===== src/design/tsac_pkg.sv =====
// Shared types and constants for the triggered serial converter capture block.
// Used by tsac_core, tsac_out_buf and triggered_serial_adc_capture.
package tsac_pkg;

    localparam int FRAME_BITS_DEFAULT = 32;
    localparam int SAMPLE_W           = 24;
    localparam int TIME_W             = 32;
    localparam int COUNT_W            = 16;
    localparam int BITCNT_W           = 6;

    localparam logic [COUNT_W-1:0]  SAMPLE_COUNT_RESET = 16'd1600;
    localparam logic [BITCNT_W-1:0] BITCNT_MAX         = 6'd63;
    localparam logic [BITCNT_W-1:0] FIELD_FIRST        = 6'd8;

    // Register index, taken from paddr[2]
    localparam logic REG_SAMPLE_COUNT = 1'b0;

    typedef enum logic [1:0] {
        OP_ARM     = 2'd0,
        OP_TRIGGER = 2'd1,
        OP_DRDY    = 2'd2,
        OP_BCLK    = 2'd3
    } op_t;

    typedef struct packed {
        logic [TIME_W-1:0]   elapsed_us;
        logic [SAMPLE_W-1:0] sample0;
        logic [SAMPLE_W-1:0] sample1;
        logic [SAMPLE_W-1:0] sample2;
        logic                last;
    } res_t;

endpackage


===== src/design/tsac_core.sv =====
// Capture state and frame assembly: arm, trigger, frame start and bit sampling.
// Depends on tsac_pkg; produces at most one result word per accepted input word.
module tsac_core #(
    parameter int FRAME_BITS = tsac_pkg::FRAME_BITS_DEFAULT
) (
    input  logic                            aclk,
    input  logic                            aresetn,
    input  logic                            in_fire,
    input  logic [1:0]                      in_op,
    input  logic                            in_line0,
    input  logic                            in_line1,
    input  logic                            in_line2,
    input  logic [tsac_pkg::TIME_W-1:0]     in_now_us,
    input  logic [tsac_pkg::COUNT_W-1:0]    sample_count,
    output logic                            res_valid,
    output tsac_pkg::res_t                  res_data
);
    import tsac_pkg::*;

    localparam logic [BITCNT_W-1:0] FB_END   = BITCNT_W'(FRAME_BITS);
    localparam logic [BITCNT_W-1:0] FB_EMIT  = BITCNT_W'(FRAME_BITS + 1);

    logic                    armed_reg, armed_next;
    logic                    trig_reg, trig_next;
    logic [BITCNT_W-1:0]     bitcnt_reg, bitcnt_next;
    logic [SAMPLE_W-1:0]     frame_reg [3];
    logic [SAMPLE_W-1:0]     frame_next [3];
    logic [TIME_W-1:0]       start_reg, start_next;
    logic [COUNT_W-1:0]      captured_reg, captured_next;

    logic [2:0]              lines;
    logic [4:0]              bit_pos;
    logic [COUNT_W:0]        captured_inc;
    logic                    fin;

    assign lines        = {in_line2, in_line1, in_line0};
    // Frame position p carries weight 2^(31-p); 31-p is the inverse of p's low bits.
    assign bit_pos      = ~bitcnt_reg[4:0];
    assign captured_inc = {1'b0, captured_reg} + {{COUNT_W{1'b0}}, 1'b1};
    assign fin          = captured_inc >= {1'b0, sample_count};

    always_comb begin
        armed_next    = armed_reg;
        trig_next     = trig_reg;
        bitcnt_next   = bitcnt_reg;
        start_next    = start_reg;
        captured_next = captured_reg;
        for (int c = 0; c < 3; c++) begin
            frame_next[c] = frame_reg[c];
        end
        res_valid           = 1'b0;
        res_data.elapsed_us = in_now_us - start_reg;
        res_data.sample0    = frame_reg[0];
        res_data.sample1    = frame_reg[1];
        res_data.sample2    = frame_reg[2];
        res_data.last       = fin;

        if (in_fire) begin
            case (op_t'(in_op))
                OP_ARM: begin
                    if (!armed_reg) begin
                        armed_next    = 1'b1;
                        captured_next = '0;
                    end
                end
                OP_TRIGGER: begin
                    if (armed_reg && !trig_reg) begin
                        trig_next   = 1'b1;
                        start_next  = in_now_us;
                        bitcnt_next = BITCNT_MAX;
                    end
                end
                OP_DRDY: begin
                    if (trig_reg) begin
                        bitcnt_next = '0;
                        for (int c = 0; c < 3; c++) begin
                            frame_next[c] = '0;
                        end
                    end
                end
                OP_BCLK: begin
                    if (armed_reg) begin
                        if (bitcnt_reg < FB_END) begin
                            if (!bitcnt_reg[5] && bitcnt_reg >= FIELD_FIRST) begin
                                for (int c = 0; c < 3; c++) begin
                                    frame_next[c][bit_pos] = lines[c];
                                end
                            end
                            bitcnt_next = bitcnt_reg + 1'b1;
                        end else if (bitcnt_reg == FB_EMIT) begin
                            bitcnt_next = bitcnt_reg + 1'b1;
                            if (trig_reg) begin
                                res_valid = 1'b1;
                                if (fin) begin
                                    armed_next    = 1'b0;
                                    trig_next     = 1'b0;
                                    captured_next = '0;
                                end else begin
                                    captured_next = captured_inc[COUNT_W-1:0];
                                end
                            end
                        end else if (bitcnt_reg != BITCNT_MAX) begin
                            bitcnt_next = bitcnt_reg + 1'b1;
                        end
                    end
                end
                default: begin
                end
            endcase
        end
    end

    always_ff @(posedge aclk) begin
        if (!aresetn) begin
            armed_reg    <= 1'b0;
            trig_reg     <= 1'b0;
            bitcnt_reg   <= '0;
            start_reg    <= '0;
            captured_reg <= '0;
            for (int c = 0; c < 3; c++) begin
                frame_reg[c] <= '0;
            end
        end else begin
            armed_reg    <= armed_next;
            trig_reg     <= trig_next;
            bitcnt_reg   <= bitcnt_next;
            start_reg    <= start_next;
            captured_reg <= captured_next;
            for (int c = 0; c < 3; c++) begin
                frame_reg[c] <= frame_next[c];
            end
        end
    end

endmodule


===== src/design/tsac_out_buf.sv =====
// Two-entry result buffer between the capture logic and the result channel.
// Depends on tsac_pkg for the result word type.
module tsac_out_buf (
    input  logic           aclk,
    input  logic           aresetn,
    input  logic           in_valid,
    output logic           in_ready,
    input  tsac_pkg::res_t in_data,
    output logic           out_valid,
    input  logic           out_ready,
    output tsac_pkg::res_t out_data
);
    import tsac_pkg::*;

    res_t       slot_reg [2];
    logic [1:0] count_reg, count_next;
    logic       push, pop;
    logic       wr_idx;

    assign in_ready  = (count_reg != 2'd2);
    assign out_valid = (count_reg != 2'd0);
    assign out_data  = slot_reg[0];
    assign push      = in_valid && in_ready;
    assign pop       = out_valid && out_ready;
    assign wr_idx    = count_reg[0] ^ pop;

    always_comb begin
        count_next = count_reg;
        if (push && !pop) begin
            count_next = count_reg + 2'd1;
        end else if (pop && !push) begin
            count_next = count_reg - 2'd1;
        end
    end

    always_ff @(posedge aclk) begin
        if (!aresetn) begin
            count_reg <= '0;
        end else begin
            count_reg <= count_next;
        end
    end

    // The head moves up on a pop; a push into the same slot takes precedence.
    always_ff @(posedge aclk) begin
        if (pop) begin
            slot_reg[0] <= slot_reg[1];
        end
        if (push) begin
            slot_reg[wr_idx] <= in_data;
        end
    end

endmodule


===== src/design/triggered_serial_adc_capture.sv =====
// Top level of the triggered three-line serial converter capture block.
// Depends on tsac_pkg, tsac_core and tsac_out_buf.
//
// Usage: each input word on the s_ channel carries an event code (arm, trigger,
// data-ready rising edge or bit-clock falling edge), the levels of the three
// serial data lines and the free-running microsecond time. Arm enables capture,
// trigger records the start time, each data-ready edge opens a frame and each
// bit-clock edge samples the lines. On the bit-clock edge after the frame ends,
// one result word appears on the m_ channel: three unsigned 24-bit samples, the
// microseconds since the trigger, and a last flag on the final sample of the
// acquisition, after which the block disarms.
// An input word is taken every cycle while the buffer has space; its result
// is registered in the result buffer and offered on the m_ channel. Sustained
// rate is one word per cycle while s_ready is high, set by the capture logic.
// Reset (synchronous, active low) disarms, clears all capture state and loads
// the sample count with 1600. The sample count register is written over APB
// at byte address 0; the user must do so only while idle (not enforced).
// When the receiver stalls, a two-entry result buffer absorbs results; s_ready
// falls only once both entries are held, so words are never lost.
module triggered_serial_adc_capture #(
    parameter int FRAME_BITS = tsac_pkg::FRAME_BITS_DEFAULT
) (
    input  logic                           aclk,
    input  logic                           aresetn,
    // Input word channel
    input  logic                           s_valid,
    output logic                           s_ready,
    input  logic [1:0]                     s_op,
    input  logic                           s_line0,
    input  logic                           s_line1,
    input  logic                           s_line2,
    input  logic [tsac_pkg::TIME_W-1:0]    s_now_us,
    // Result word channel
    output logic                           m_valid,
    input  logic                           m_ready,
    output logic [tsac_pkg::TIME_W-1:0]    m_elapsed_us,
    output logic [tsac_pkg::SAMPLE_W-1:0]  m_sample0,
    output logic [tsac_pkg::SAMPLE_W-1:0]  m_sample1,
    output logic [tsac_pkg::SAMPLE_W-1:0]  m_sample2,
    output logic                           m_last,
    // Configuration port
    input  logic                           psel,
    input  logic                           penable,
    input  logic                           pwrite,
    input  logic [2:0]                     paddr,
    input  logic [31:0]                    pwdata,
    output logic [31:0]                    prdata,
    output logic                           pready
);
    import tsac_pkg::*;

    logic [COUNT_W-1:0] sample_count_reg;
    logic               in_fire;
    logic               res_valid;
    res_t               res_data;
    res_t               out_data;

    // The single register sits at byte address 0; paddr[2] selects beyond it.
    assign pready = 1'b1;
    assign prdata = (paddr[2] == REG_SAMPLE_COUNT) ? {16'd0, sample_count_reg} : 32'd0;

    always_ff @(posedge aclk) begin
        if (!aresetn) begin
            sample_count_reg <= SAMPLE_COUNT_RESET;
        end else if (psel && penable && pwrite && pready && paddr[2] == REG_SAMPLE_COUNT) begin
            sample_count_reg <= pwdata[COUNT_W-1:0];
        end
    end

    assign in_fire = s_valid && s_ready;

    tsac_core #(
        .FRAME_BITS(FRAME_BITS)
    ) u_core (
        .aclk        (aclk),
        .aresetn     (aresetn),
        .in_fire     (in_fire),
        .in_op       (s_op),
        .in_line0    (s_line0),
        .in_line1    (s_line1),
        .in_line2    (s_line2),
        .in_now_us   (s_now_us),
        .sample_count(sample_count_reg),
        .res_valid   (res_valid),
        .res_data    (res_data)
    );

    // Results are only produced on accepted words, which requires buffer space.
    tsac_out_buf u_out_buf (
        .aclk     (aclk),
        .aresetn  (aresetn),
        .in_valid (res_valid),
        .in_ready (s_ready),
        .in_data  (res_data),
        .out_valid(m_valid),
        .out_ready(m_ready),
        .out_data (out_data)
    );

    assign m_elapsed_us = out_data.elapsed_us;
    assign m_sample0    = out_data.sample0;
    assign m_sample1    = out_data.sample1;
    assign m_sample2    = out_data.sample2;
    assign m_last       = out_data.last;

endmodule


===== config.mk =====
export PLATFORM = sky130hd
export DESIGN_NAME = triggered_serial_adc_capture
export DESIGN_NICKNAME = d
export VERILOG_FILES = /design/src/design/tsac_pkg.sv /design/src/design/tsac_core.sv /design/src/design/tsac_out_buf.sv /design/src/design/triggered_serial_adc_capture.sv
export SDC_FILE = /design/constraint.sdc
export NUM_CORES = 1
export LEC_CHECK = 0
export BUFFER_PORTS_ARGS = -buffer_cell sky130_fd_sc_hd__buf_4
export CAP_MARGIN = 30
export CORE_UTILIZATION = 58
export DETAILED_ROUTE_END_ITERATION = 8
export PLACE_DENSITY = 0.92
export SLEW_MARGIN = 20
export SYNTH_ARGS = -nofsm -noshare
export SYNTH_HDL_FRONTEND = slang
export SYNTH_SLANG_ARGS = --single-unit

===== constraint.sdc =====
create_clock -name aclk -period 7.2 [get_ports aclk]
set_input_delay 0.36 -clock aclk [delete_from_list [all_inputs] [get_ports aclk]]
set_output_delay 0.36 -clock aclk [all_outputs]
set_load 0.05 [all_outputs]

# After elaboration in Yosys (flattened, before gate mapping)
# Memories as Yosys holds them, arrays and structs flattened.
# Index checks and enable logic that the tools add are counted.
# classes
add_sub_neg	5
mul	0
div_mod_pow	0
n_lt_le_gt_ge	5
n_eq_ne	14
shift	0
mux	55
n_bitwise	6
reduce_logical	26
# op_table
operator	count
2-to-1 mux 72 bit	5
case mux 72 bit (2 select lines)	1
2-to-1 mux 16 bit	7
bitwise mux 24 bit	3
2-to-1 mux 24 bit	3
2-to-1 mux 6 bit	6
case mux 16 bit (2 select lines)	1
subtractor 32 bit	1
2-to-1 mux 1 bit	23
case mux 6 bit (3 select lines)	1
adder 16 x 1 -> 17 bit (second input constant)	1
greater-or-equal comparator 17 x 16 -> 1 bit	1
AND reduction 6 bit	2
logical AND 1 bit	11
inequality test 2 x 1 -> 1 bit (second input constant)	5
nonzero test 2 bit	4
AND reduction 7 bit	1
adder 6 x 1 -> 6 bit (second input constant)	1
equality test 6 bit (second input constant)	1
greater-or-equal comparator 6 x 4 -> 1 bit (second input constant)	1
< comparator 5 x 6 -> 1 bit (second input constant)	1
< comparator 6 bit (second input constant)	1
inequality test 2 bit (second input constant)	3
inequality test 6 bit (second input constant)	1
other kinds (18)	26
# totals
register_bits	74
latchBits	0
ram_bits	282
rom_bits	0
n_memories	2
# mem_list
memory	depth	width	rd	rd_clocked_by_memory_dff	wr	line	text
u_out_buf.slot_reg	2	105	2	0	2	tsac_out_buf.sv:15	res_t slot_reg [2];
u_core.frame_reg	3	24	3	0	3	tsac_core.sv:26	logic [SAMPLE_W-1:0] frame_reg [3];

# Logic depth before layout (Yosys ltp)
# Gate-level depths: netlist of the first run.
# depth
depth_word	12
depth_mapped	15

# By module
# From an unflattened synthesis of the first run, not the netlist that was laid out.
# hier_totals
cells_unflattened	1436
hier_area_um2	16477.1
# by_module_without_submodules
module	n_inst	cells_each	area_per_inst_um2	seq_area_each_um2
tsac_out_buf	1	347	7983.9	6346.1
tsac_core	1	982	7564.8	2562.5
triggered_serial_adc_capture	1	107	928.4	320.3

# Worst setup path after synthesis of the first run
# OpenSTA, ideal clock, no wires.
# synth_path
kind	register to register
startpoint	register u_out_buf.count_reg[0]
endpoint	memory u_out_buf.slot_reg[1][0] (netlist bit), enable pin
arrival_time_ns	5.985
required_time_ns	6.619
setup_slack_ns	0.634
path_stages_with_launch	5
n_path_buf	0
cell_sequence	dfxtp_1 > nand2b_1 > nand3_1 > nor3_2 > nor2b_1
# synth_rtl
element	line	text
start: declaration	tsac_out_buf.sv:16	logic [1:0] count_reg, count_next;
start signal: assignment	tsac_out_buf.sv:40	count_reg <= count_next;
end: declaration	tsac_out_buf.sv:15	

# Final worst setup path of the first run
# layout_path
startpoint	register u_core.captured_reg[0]
endpoint	register u_core.captured_reg[2]
# layout_via
elab_chain_cells	8
# layout_rtl
element	line	text
start: declaration	tsac_core.sv:29	logic [COUNT_W-1:0] captured_reg, captured_next;
start signal: assignment	tsac_core.sv:128	captured_reg <= captured_next;
adder 16 x 1 -> 17 bit (*)	tsac_core.sv:39	assign captured_inc = {1'b0, captured_reg} + {{COUNT_W{1'b0}}, 1'b1};
greater-or-equal comparator 17 x 16 -> 1 bit	tsac_core.sv:40	assign fin = captured_inc >= {1'b0, sample_count};
2-to-1 mux 16 bit (*)	tsac_core.sv:94	if (fin) begin
2-to-1 mux 16 bit (*)	tsac_core.sv:92	if (trig_reg) begin
2-to-1 mux 16 bit (*)	tsac_core.sv:90	end else if (bitcnt_reg == FB_EMIT) begin
2-to-1 mux 16 bit (*)	tsac_core.sv:83	if (bitcnt_reg < FB_END) begin
2-to-1 mux 16 bit (*)	tsac_core.sv:82	if (armed_reg) begin
case mux 16 bit (2 select lines) (*)	tsac_core.sv:59	case (op_t'(in_op))
# Every way passes the cells marked *; elsewhere a longest branch is shown, timed or not. The select of a mux whose other input is x is not followed.
# A chain may end at the register's enable or synchronous reset.

==> results of run 1 <==
[Yosys cell counts, types with 15 or more instances]
cell,n,area [µm²]
a21o_1,15,113
a21oi_1,103,515
a22oi_1,38,285
a2bb2oi_1,36,315
buf_4,17,128
clkbuf_1,66,248
dfxtp_1,146,2920
edfxtp_1,210,6310
ha_1,58,726
inv_1,66,248
mux2_2,22,248
nand2_1,410,1540
nand3_1,33,165
nand4_1,16,100
nor2_1,135,507
o21ai_0,55,275
xnor2_1,26,228
xor2_1,21,184
[stage by stage]
stage	util	cell area (µm²)	worst slack [ps]
finish	0.700	19000	3270
detailed placement	0.656	17800	3380
global route	0.700	19000	2950
floorplan	-	16300	634
global placement	0.654	17800	3070
CTS	0.700	19000	3350
[how the worst min path moves through the flow]
stage,slack [ps],startpoint,endpoint
6_report,80,pwdata[10],sample_count_reg[10]
4_1_cts,70,pwdata[10],sample_count_reg[10]
3_3_place_gp,440,sample_count_reg[12],sample_count_reg[12]
3_5_place_dp,450,u_core.start_reg[10],u_core.start_reg[10]
5_1_grt,90,pwdata[4],sample_count_reg[4]
2_1_floorplan,430,u_core.frame_reg[0][58],u_out_buf.slot_reg[1][11]
[critical path, delay by kind of cell, from the launching register on]
family,cells,cell delay (ps)
adder cells (fa/ha/maj),2,590
XOR/XNOR,1,290
flip-flops,1,390
AO/OA/AOI/OAI,5,1210
AND/OR/NAND/NOR,4,1360
[report_power, final]
group          internal, mW  switching [mW]
Combinational        0.0960           0.183
Clock                  1.11           0.777
Sequential             2.15         0.00780
Total                  3.35           0.968
[cell families (layout without fill, tap and decap cells)]
family	count (synthesis)	count (layout)	share of synthesized area
simple gates	664	664	0.172
other cells	2	17	0.000463
xor+xnor	47	47	0.0254
fa+ha+maj	59	59	0.0459
buf+inv	165	327	0.0432
flops	356	356	0.569
mux	24	24	0.0165
compound gates	313	313	0.128
[per-layer routing]
metal  up-vias  routed length [µm]
met5         -                   0
met4         0                1630
met3       128                3350
met2       699               18700
met1      5975               15200
li1       5951                   -
[area by class of cell]
cell class / instances / area (µm²)
multi-input combinational: 1124 / 6390
clock inverter: 20 / 209
sequential: 356 / 9230
clock buffer: 46 / 980
inverter: 67 / 254
timing repair buffer: 194 / 1500
fill: 1852 / 8150
tap: 372 / 465
==> results.md, run 1 <==
- Starting density of the core: 0.597
- Clk_skew: 12.6 ps
- CP max FO: 16
- Max cap viols: 0
- Largest net degree at the start of global routing: approximately 80
- Max reg flops: 210
- DP HPWL: 25.5 mm
- Critical path endpoint: u_core.captured_reg[2]
- Commonest non-fill, non-tap cell in the layout: nand2_1
- Antenna-violating nets left: 0
- FMAX: 255 MHz
- Slew HR: 0.369
- Yosys cell types: 67
- Syn Area/Cell: approximately 10 µm²
- Worst Hold Class: in -> reg
- GR met3 Demand/Resource: 0.0471
- Synth Warn #: 0
- WL/cell: roughly 18 µm
- Pin slew with the least headroom to its limit: 942 ps
- CTS HTree Levels: 2
- Crit Path Category: reg -> reg
- Launching point of the worst reg2reg path: u_core.captured_reg[0]
- Setup TNS Final: 0 ps
- Worst-skew pair later-pin latency: about 520 ps
- #FFs+latches synth: between 300 and 400
- Die Ht: 169 µm
- Status: finished, final reports clean
- N_diodes: 0
- Row Count: 60
- Wire length of the first global-routing pass: approximately 60 mm
- Slew Limit Fails: 0
- Post-synth top flop: edfxtp_1
- I/O Pins: 219
- Crit path DAT: ~4400 ps
- Slowest-stage cell, CP: nor3_2
- Post-CTS Hold Buffers: 0
- Num CTS Buffers: 36
- FF-to-FF End: u_core.captured_reg[2]
- Critical path endpoint category: register
- RSZ-0062 raised after global routing: false
- DRT iter0 DRCs: between 1000 and 1500
- CTS Root Cell: clkbuf_16
- Critical-path cell list: ha_1 -> and4_1 -> nand3_1 -> xnor2_1 -> ha_1 -> a21o_1 -> a21o_1 -> a2111oi_0 -> o21ai_0 -> nor3_2 -> nand4b_1 -> a31oi_1
- Final Hold Slack: 76.9 ps
- Aggregate routed wire length: between 30 and 40 mm
- Mapped Area: about 0.016 mm²
- Fin nets: 1917
- Number of global-route vias before repair: 12178
- Worst EP required: around 7600 ps
- Final Hold Vio Count: 0
- CTS tree: done
- Worst setup path start: u_core.captured_reg[0]
- Met2 Use GR: 0.456
- Commonest cells after routing, fill and taps aside: nand2_1, edfxtp_1, buf_4, dfxtp_1, nor2_1
- Antenna violations before repair: 0
- Port-buffer cells: roughly 180
- Sequential fraction of the synthesis area: 0.569
- Syn-to-layout area delta: 17.2%
- Die Width: between 150 and 200 µm
- Final setup violation count: 0
- GRT Util Overall: 0.270
- Power Density: about 230 mW/mm²
- Post-DR vias/cell: just under 6
- Clk slew on worst S/H paths: approximately 60 ps
- 1st-pass router iterations: 6
- Peak supply drop: 0.156 mV
- Grt peak-use layer: met2
- Slowest stage delay, CP: between 700 and 800 ps
- Placed insts: 2113
- Reg2Reg Depth: 12
- CORE AREA: about 0.027 mm²
- # resized after CTS: 0
- Layout cell share with drive strength beyond 1: 0.164
- CTS sink cnt: around 360
- Met1 Usage GRT: 0.337
- Via count: roughly 13000
- Startpoint types: register
- Final min period: ~3900 ps
- RePlAce Congestion: approximately 0.89
- Hold path depth: 3
- Die ar.: 0.0287 mm²
- Overall power: 4.32 mW
- Post-CTS Setup Inserts: 0
- Grt ovf: 0
- Non-Filler Instances: between 2000 and 2500
- Gate Count Post-Synth: 1630
- Ys async rst share: 0
- R2R setup slack: approximately 3300 ps
- Max clock buf depth: 3
- Part of the cycle the worst path needs: 0.545
- Post-synth EDFFs: 210
- DRC: 0
- Pleak: roughly 7.2 nW
No activity file was read; power rests on OpenSTA's default activity.
==> run 2: changes to the inputs <==
--- a/config.mk
+++ b/config.mk
@@ -5,6 +5,7 @@
 export SDC_FILE = /design/constraint.sdc
 export NUM_CORES = 1
 export LEC_CHECK = 0
+export ABC_AREA = 1
 export BUFFER_PORTS_ARGS = -buffer_cell sky130_fd_sc_hd__buf_4
 export CAP_MARGIN = 30
 export CORE_UTILIZATION = 58
==> constraint.sdc (replaced) <==
create_clock -name aclk -period 3.9 [get_ports aclk]
set_input_delay 0.195 -clock aclk [delete_from_list [all_inputs] [get_ports aclk]]
set_output_delay 0.195 -clock aclk [all_outputs]
set_load 0.05 [all_outputs]
==> run 2 against run 1 <==
Total power up 95%. Clock power up 78%. Critical path depth up 3. Largest cell class unchanged. Synthesized area up 1.2%. Combinational power rose to 3.5 times the previous value. Core utilization up 0.23 points. Cell area up 2.8%. Largest power group unchanged.
==> results.md, run 2 <==
- FMAX: 311 MHz (was 255 MHz)
- Commonest cells after routing, fill and taps aside: nand2_1, edfxtp_1, buf_4, a21oi_1, inv_1 (was nand2_1, edfxtp_1, buf_4, dfxtp_1, nor2_1)
- Overall power: 8.45 mW (was 4.32 mW)
- CORE AREA: 0.0279 mm² (was 0.0272 mm²)
- Post-CTS Hold Buffers: 40 (was 0)
- Port-buffer cells: 183 (unchanged)
- Synth top cells by count: nand2_1, edfxtp_1, a21oi_1, inv_1, dfxtp_1 (was nand2_1, edfxtp_1, dfxtp_1, nor2_1, a21oi_1)
- Setup TNS Final: 0 ps (unchanged)
- I/O Pins: 219 (unchanged)
- Largest family of logic cells by synthesized area: simple AND/OR/NAND/NOR gates (unchanged)
- Worst Hold Class: in -> reg (unchanged)
- DRT iter0 DRCs: 1423 (was 1388)
- Slew HR: 0.402 (was 0.369)
- Crit Path Category: reg -> reg (unchanged)
- CTS sink cnt: 356 (unchanged)
- Num CTS Buffers: 36 (unchanged)
- RePlAce Congestion: 0.929 (was 0.894)
- Critical path endpoint category: register (unchanged)
- Gate Count Post-Synth: 1858 (was 1630)
- Worst EP required: 4180 ps (was 7640 ps)
- Crit path DAT: 3490 ps (was 4360 ps)
- Worst-skew pair later-pin latency: 540 ps (was 520 ps)
- Final min period: 3210 ps (was 3930 ps)
- Final Hold Vio Count: 0 (unchanged)
- CTS tree: done (unchanged)
- Pleak: 7.85 nW (was 7.23 nW)
- Comb power frac: 0.116 (was 0.065)
- Number of global-route vias before repair: 13028 (was 12178)
- CTS HTree Levels: 2 (unchanged)
- Clk_skew: 25.8 ps (was 12.6 ps)
- Non-Filler Instances: 2464 (was 2179)
- Pin slew with the least headroom to its limit: 898 ps (was 942 ps)
- WL/cell: 17.1 µm (was 17.8 µm)
- Commonest non-fill, non-tap cell in the layout: nand2_1 (unchanged)
- Syn Area/Cell: 8.85 µm² (was 9.96 µm²)
- Synth Warn #: 0 (unchanged)
- Yosys cell types: 39 (was 67)
- N_diodes: 0 (unchanged)
- CTS Root Cell: clkbuf_16 (unchanged)
- Power Density: 432 mW/mm² (was 227 mW/mm²)
- Startpoint types: register (unchanged)
- Count leader, synth: nand2_1 (unchanged)
- Fin nets: 2198 (was 1917)
- Area contributors post-synth: edfxtp_1, dfxtp_1, nand2_1, a21oi_1, ha_1 (was edfxtp_1, dfxtp_1, nand2_1, ha_1, a21oi_1)
- Reg2Reg Depth: 15 (was 12)
- #FFs+latches synth: 356 (unchanged)
- Part of the cycle the worst path needs: 0.824 (was 0.545)
- Syn-to-layout area delta: 19.1% (was 17.2%)
- Antenna violations before repair: 1 (was 0)
- NetSw: 2.21 mW (was 0.968 mW)
- Die Width: 170 µm (was 169 µm)
- Sequential fraction of the synthesis area: 0.562 (was 0.569)
- Final setup violation count: 0 (unchanged)
- DP HPWL: 27.1 mm (was 25.5 mm)
- CP max FO: 17 (was 16)
- Starting density of the core: 0.590 (was 0.597)
- Simple-gate area share of the yosys netlist: 0.212 (was 0.172)
- Synth top area share: 0.384 (was 0.388)
- Aggregate routed wire length: 42.2 mm (was 38.9 mm)
- DRC: 0 (unchanged)
- 1st-pass router iterations: 7 (was 6)
- Post-CTS Setup Inserts: 0 (unchanged)
- Post-synth EDFFs: 210 (unchanged)
- Layout cell share with drive strength beyond 1: 0.132 (was 0.164)
- Clk slew on worst S/H paths: 60 ps (about the same)
- Max cap viols: 0 (unchanged)
- P_int: 6.24 mW (was 3.35 mW)
- Die ar.: 0.0290 mm² (was 0.0287 mm²)
- Wire length of the first global-routing pass: 66.2 mm (was 61.8 mm)
- XOR/XNOR share of the synthesized area: 0.0160 (was 0.0254)
- Flop pwr share: 0.485 (was 0.498)
- Die Ht: 170 µm (was 169 µm)
- Mapped Area: 0.0164 mm² (was 0.0162 mm²)
- GRT Util Overall: 0.290 (was 0.270)
- Via count: 13864 (was 12753)
- Peak supply drop: 0.328 mV (was 0.156 mV)
- Clock power share: 0.399 (was 0.437)
- Compound-Gate Fraction of Synth Area: 0.100 (was 0.128)
- Post-synth top flop: edfxtp_1 (unchanged)
- RSZ-0062 raised after global routing: false (unchanged)
- Yosys top cell by area: edfxtp_1 (unchanged)
- Core Util, Final: 0.702 (was 0.700)
- Sw frac: 0.261 (was 0.224)
- Post-DR vias/cell: 5.63 (was 5.85)
- Max clock buf depth: 3 (unchanged)
- Placed insts: 2360 (was 2113)
- Hold path depth: 3 (unchanged)
- Ys async rst share: 0 (unchanged)
- Row Count: 61 (was 60)
- Grt ovf: 0 (unchanged)
- Max reg flops: 210 (unchanged)
- Status: finished, final reports clean (unchanged)
- Slew Limit Fails: 0 (unchanged)
- Largest net degree at the start of global routing: 93 (was 82)
- Mux share of post-synthesis cell area: 0 (was 0.0165)
- # resized after CTS: 0 (unchanged)
- Antenna-violating nets left: 0 (unchanged)
- Post-Synth Adder-Cell Area: 0.0454 (was 0.0459)
## run 2: cell types whose count changed in the layout (fill, tap and decap cells not counted), sizes merged, moves of 9 or more
cell and delta:
nand2 +204, xnor2 -12, a22oi -38, o21ai +55, dlygate4sd3 +40, nor2 -14, o21a -9, a2bb2oi -36
mux2 -22, a21o -12, nand3 +24, or3 -9, a21oi +76, inv +92
## run 2: cell families after synthesis
family / after synthesis
fa+ha+maj: 59
simple gates: 851
xor+xnor: 30
other cells: 2
compound gates: 317
buf+inv: 243
flops: 356
## run 2: worst paths after layout
kind | slack (ps) | from | endpoint
hold / removal | 3 | pwdata[11] | sample_count_reg[11]
setup reg to reg | 690 | u_core.captured_reg[0] | u_out_buf.slot_reg[0][0]
setup / recovery | 690 | u_core.captured_reg[0] | u_out_buf.slot_reg[0][0]
hold reg to reg | 450 | u_core.frame_reg[0][48] | u_out_buf.slot_reg[1][1]
## run 2: worst max-delay path, cell delays in order (launching register included)
cell     delay (ps)
dfxtp_1         380
ha_1            180
nand2_1          90
nor2_2          160
nand3_1         150
nor2_2          180
xor2_1          270
ha_1            310
a21oi_1         120
o21ai_0         110
nand3_1         100
nor2_1           70
nor2_4          360
nand3_1         290
nand2_1         120
nand2_1          50
## run 2: final cells by class
type / count / area [µm²]
clock buffers: 43 / 947
flip-flops and latches: 356 / 9230
well taps: 378 / 473
clock inverters: 21 / 199
fillers: 1922 / 8290
repair buffers: 232 / 1890
inverters: 160 / 601
multi-input cells: 1274 / 6230
## run 2: power by group through the flow
| stage | clock, mW | sequential, mW | combinational (mW) |
|---|---|---|---|
| finish | 3.37 | 4.10 | 0.982 |
| global route | 3.55 | 4.10 | 1.05 |
| CTS | 3.38 | 4.10 | 0.964 |
| detailed placement | 0 | 4.18 | 0.925 |
| global placement | 0 | 4.17 | 0.901 |
| floorplan | 0 | 4.36 | 0.468 |
## run 2: through the flow
step / cell area [µm²] / setup slack [ps] / hold WS, ps
finish: 19600 / 688 / 3.00
global route: 19600 / 390 / 19.7
CTS: 19600 / 715 / 2.01
detailed placement: 18000 / 739 / 423
global placement: 18000 / 812 / 414
floorplan: 16500 / 621 / 325
## run 2: layer usage
metal | part of all wire | global-route usage
met5 | 0.00038 | 0
met4 | 0.037 | 0.127
met3 | 0.091 | 0.0567
met2 | 0.47 | 0.481
met1 | 0.40 | 0.369
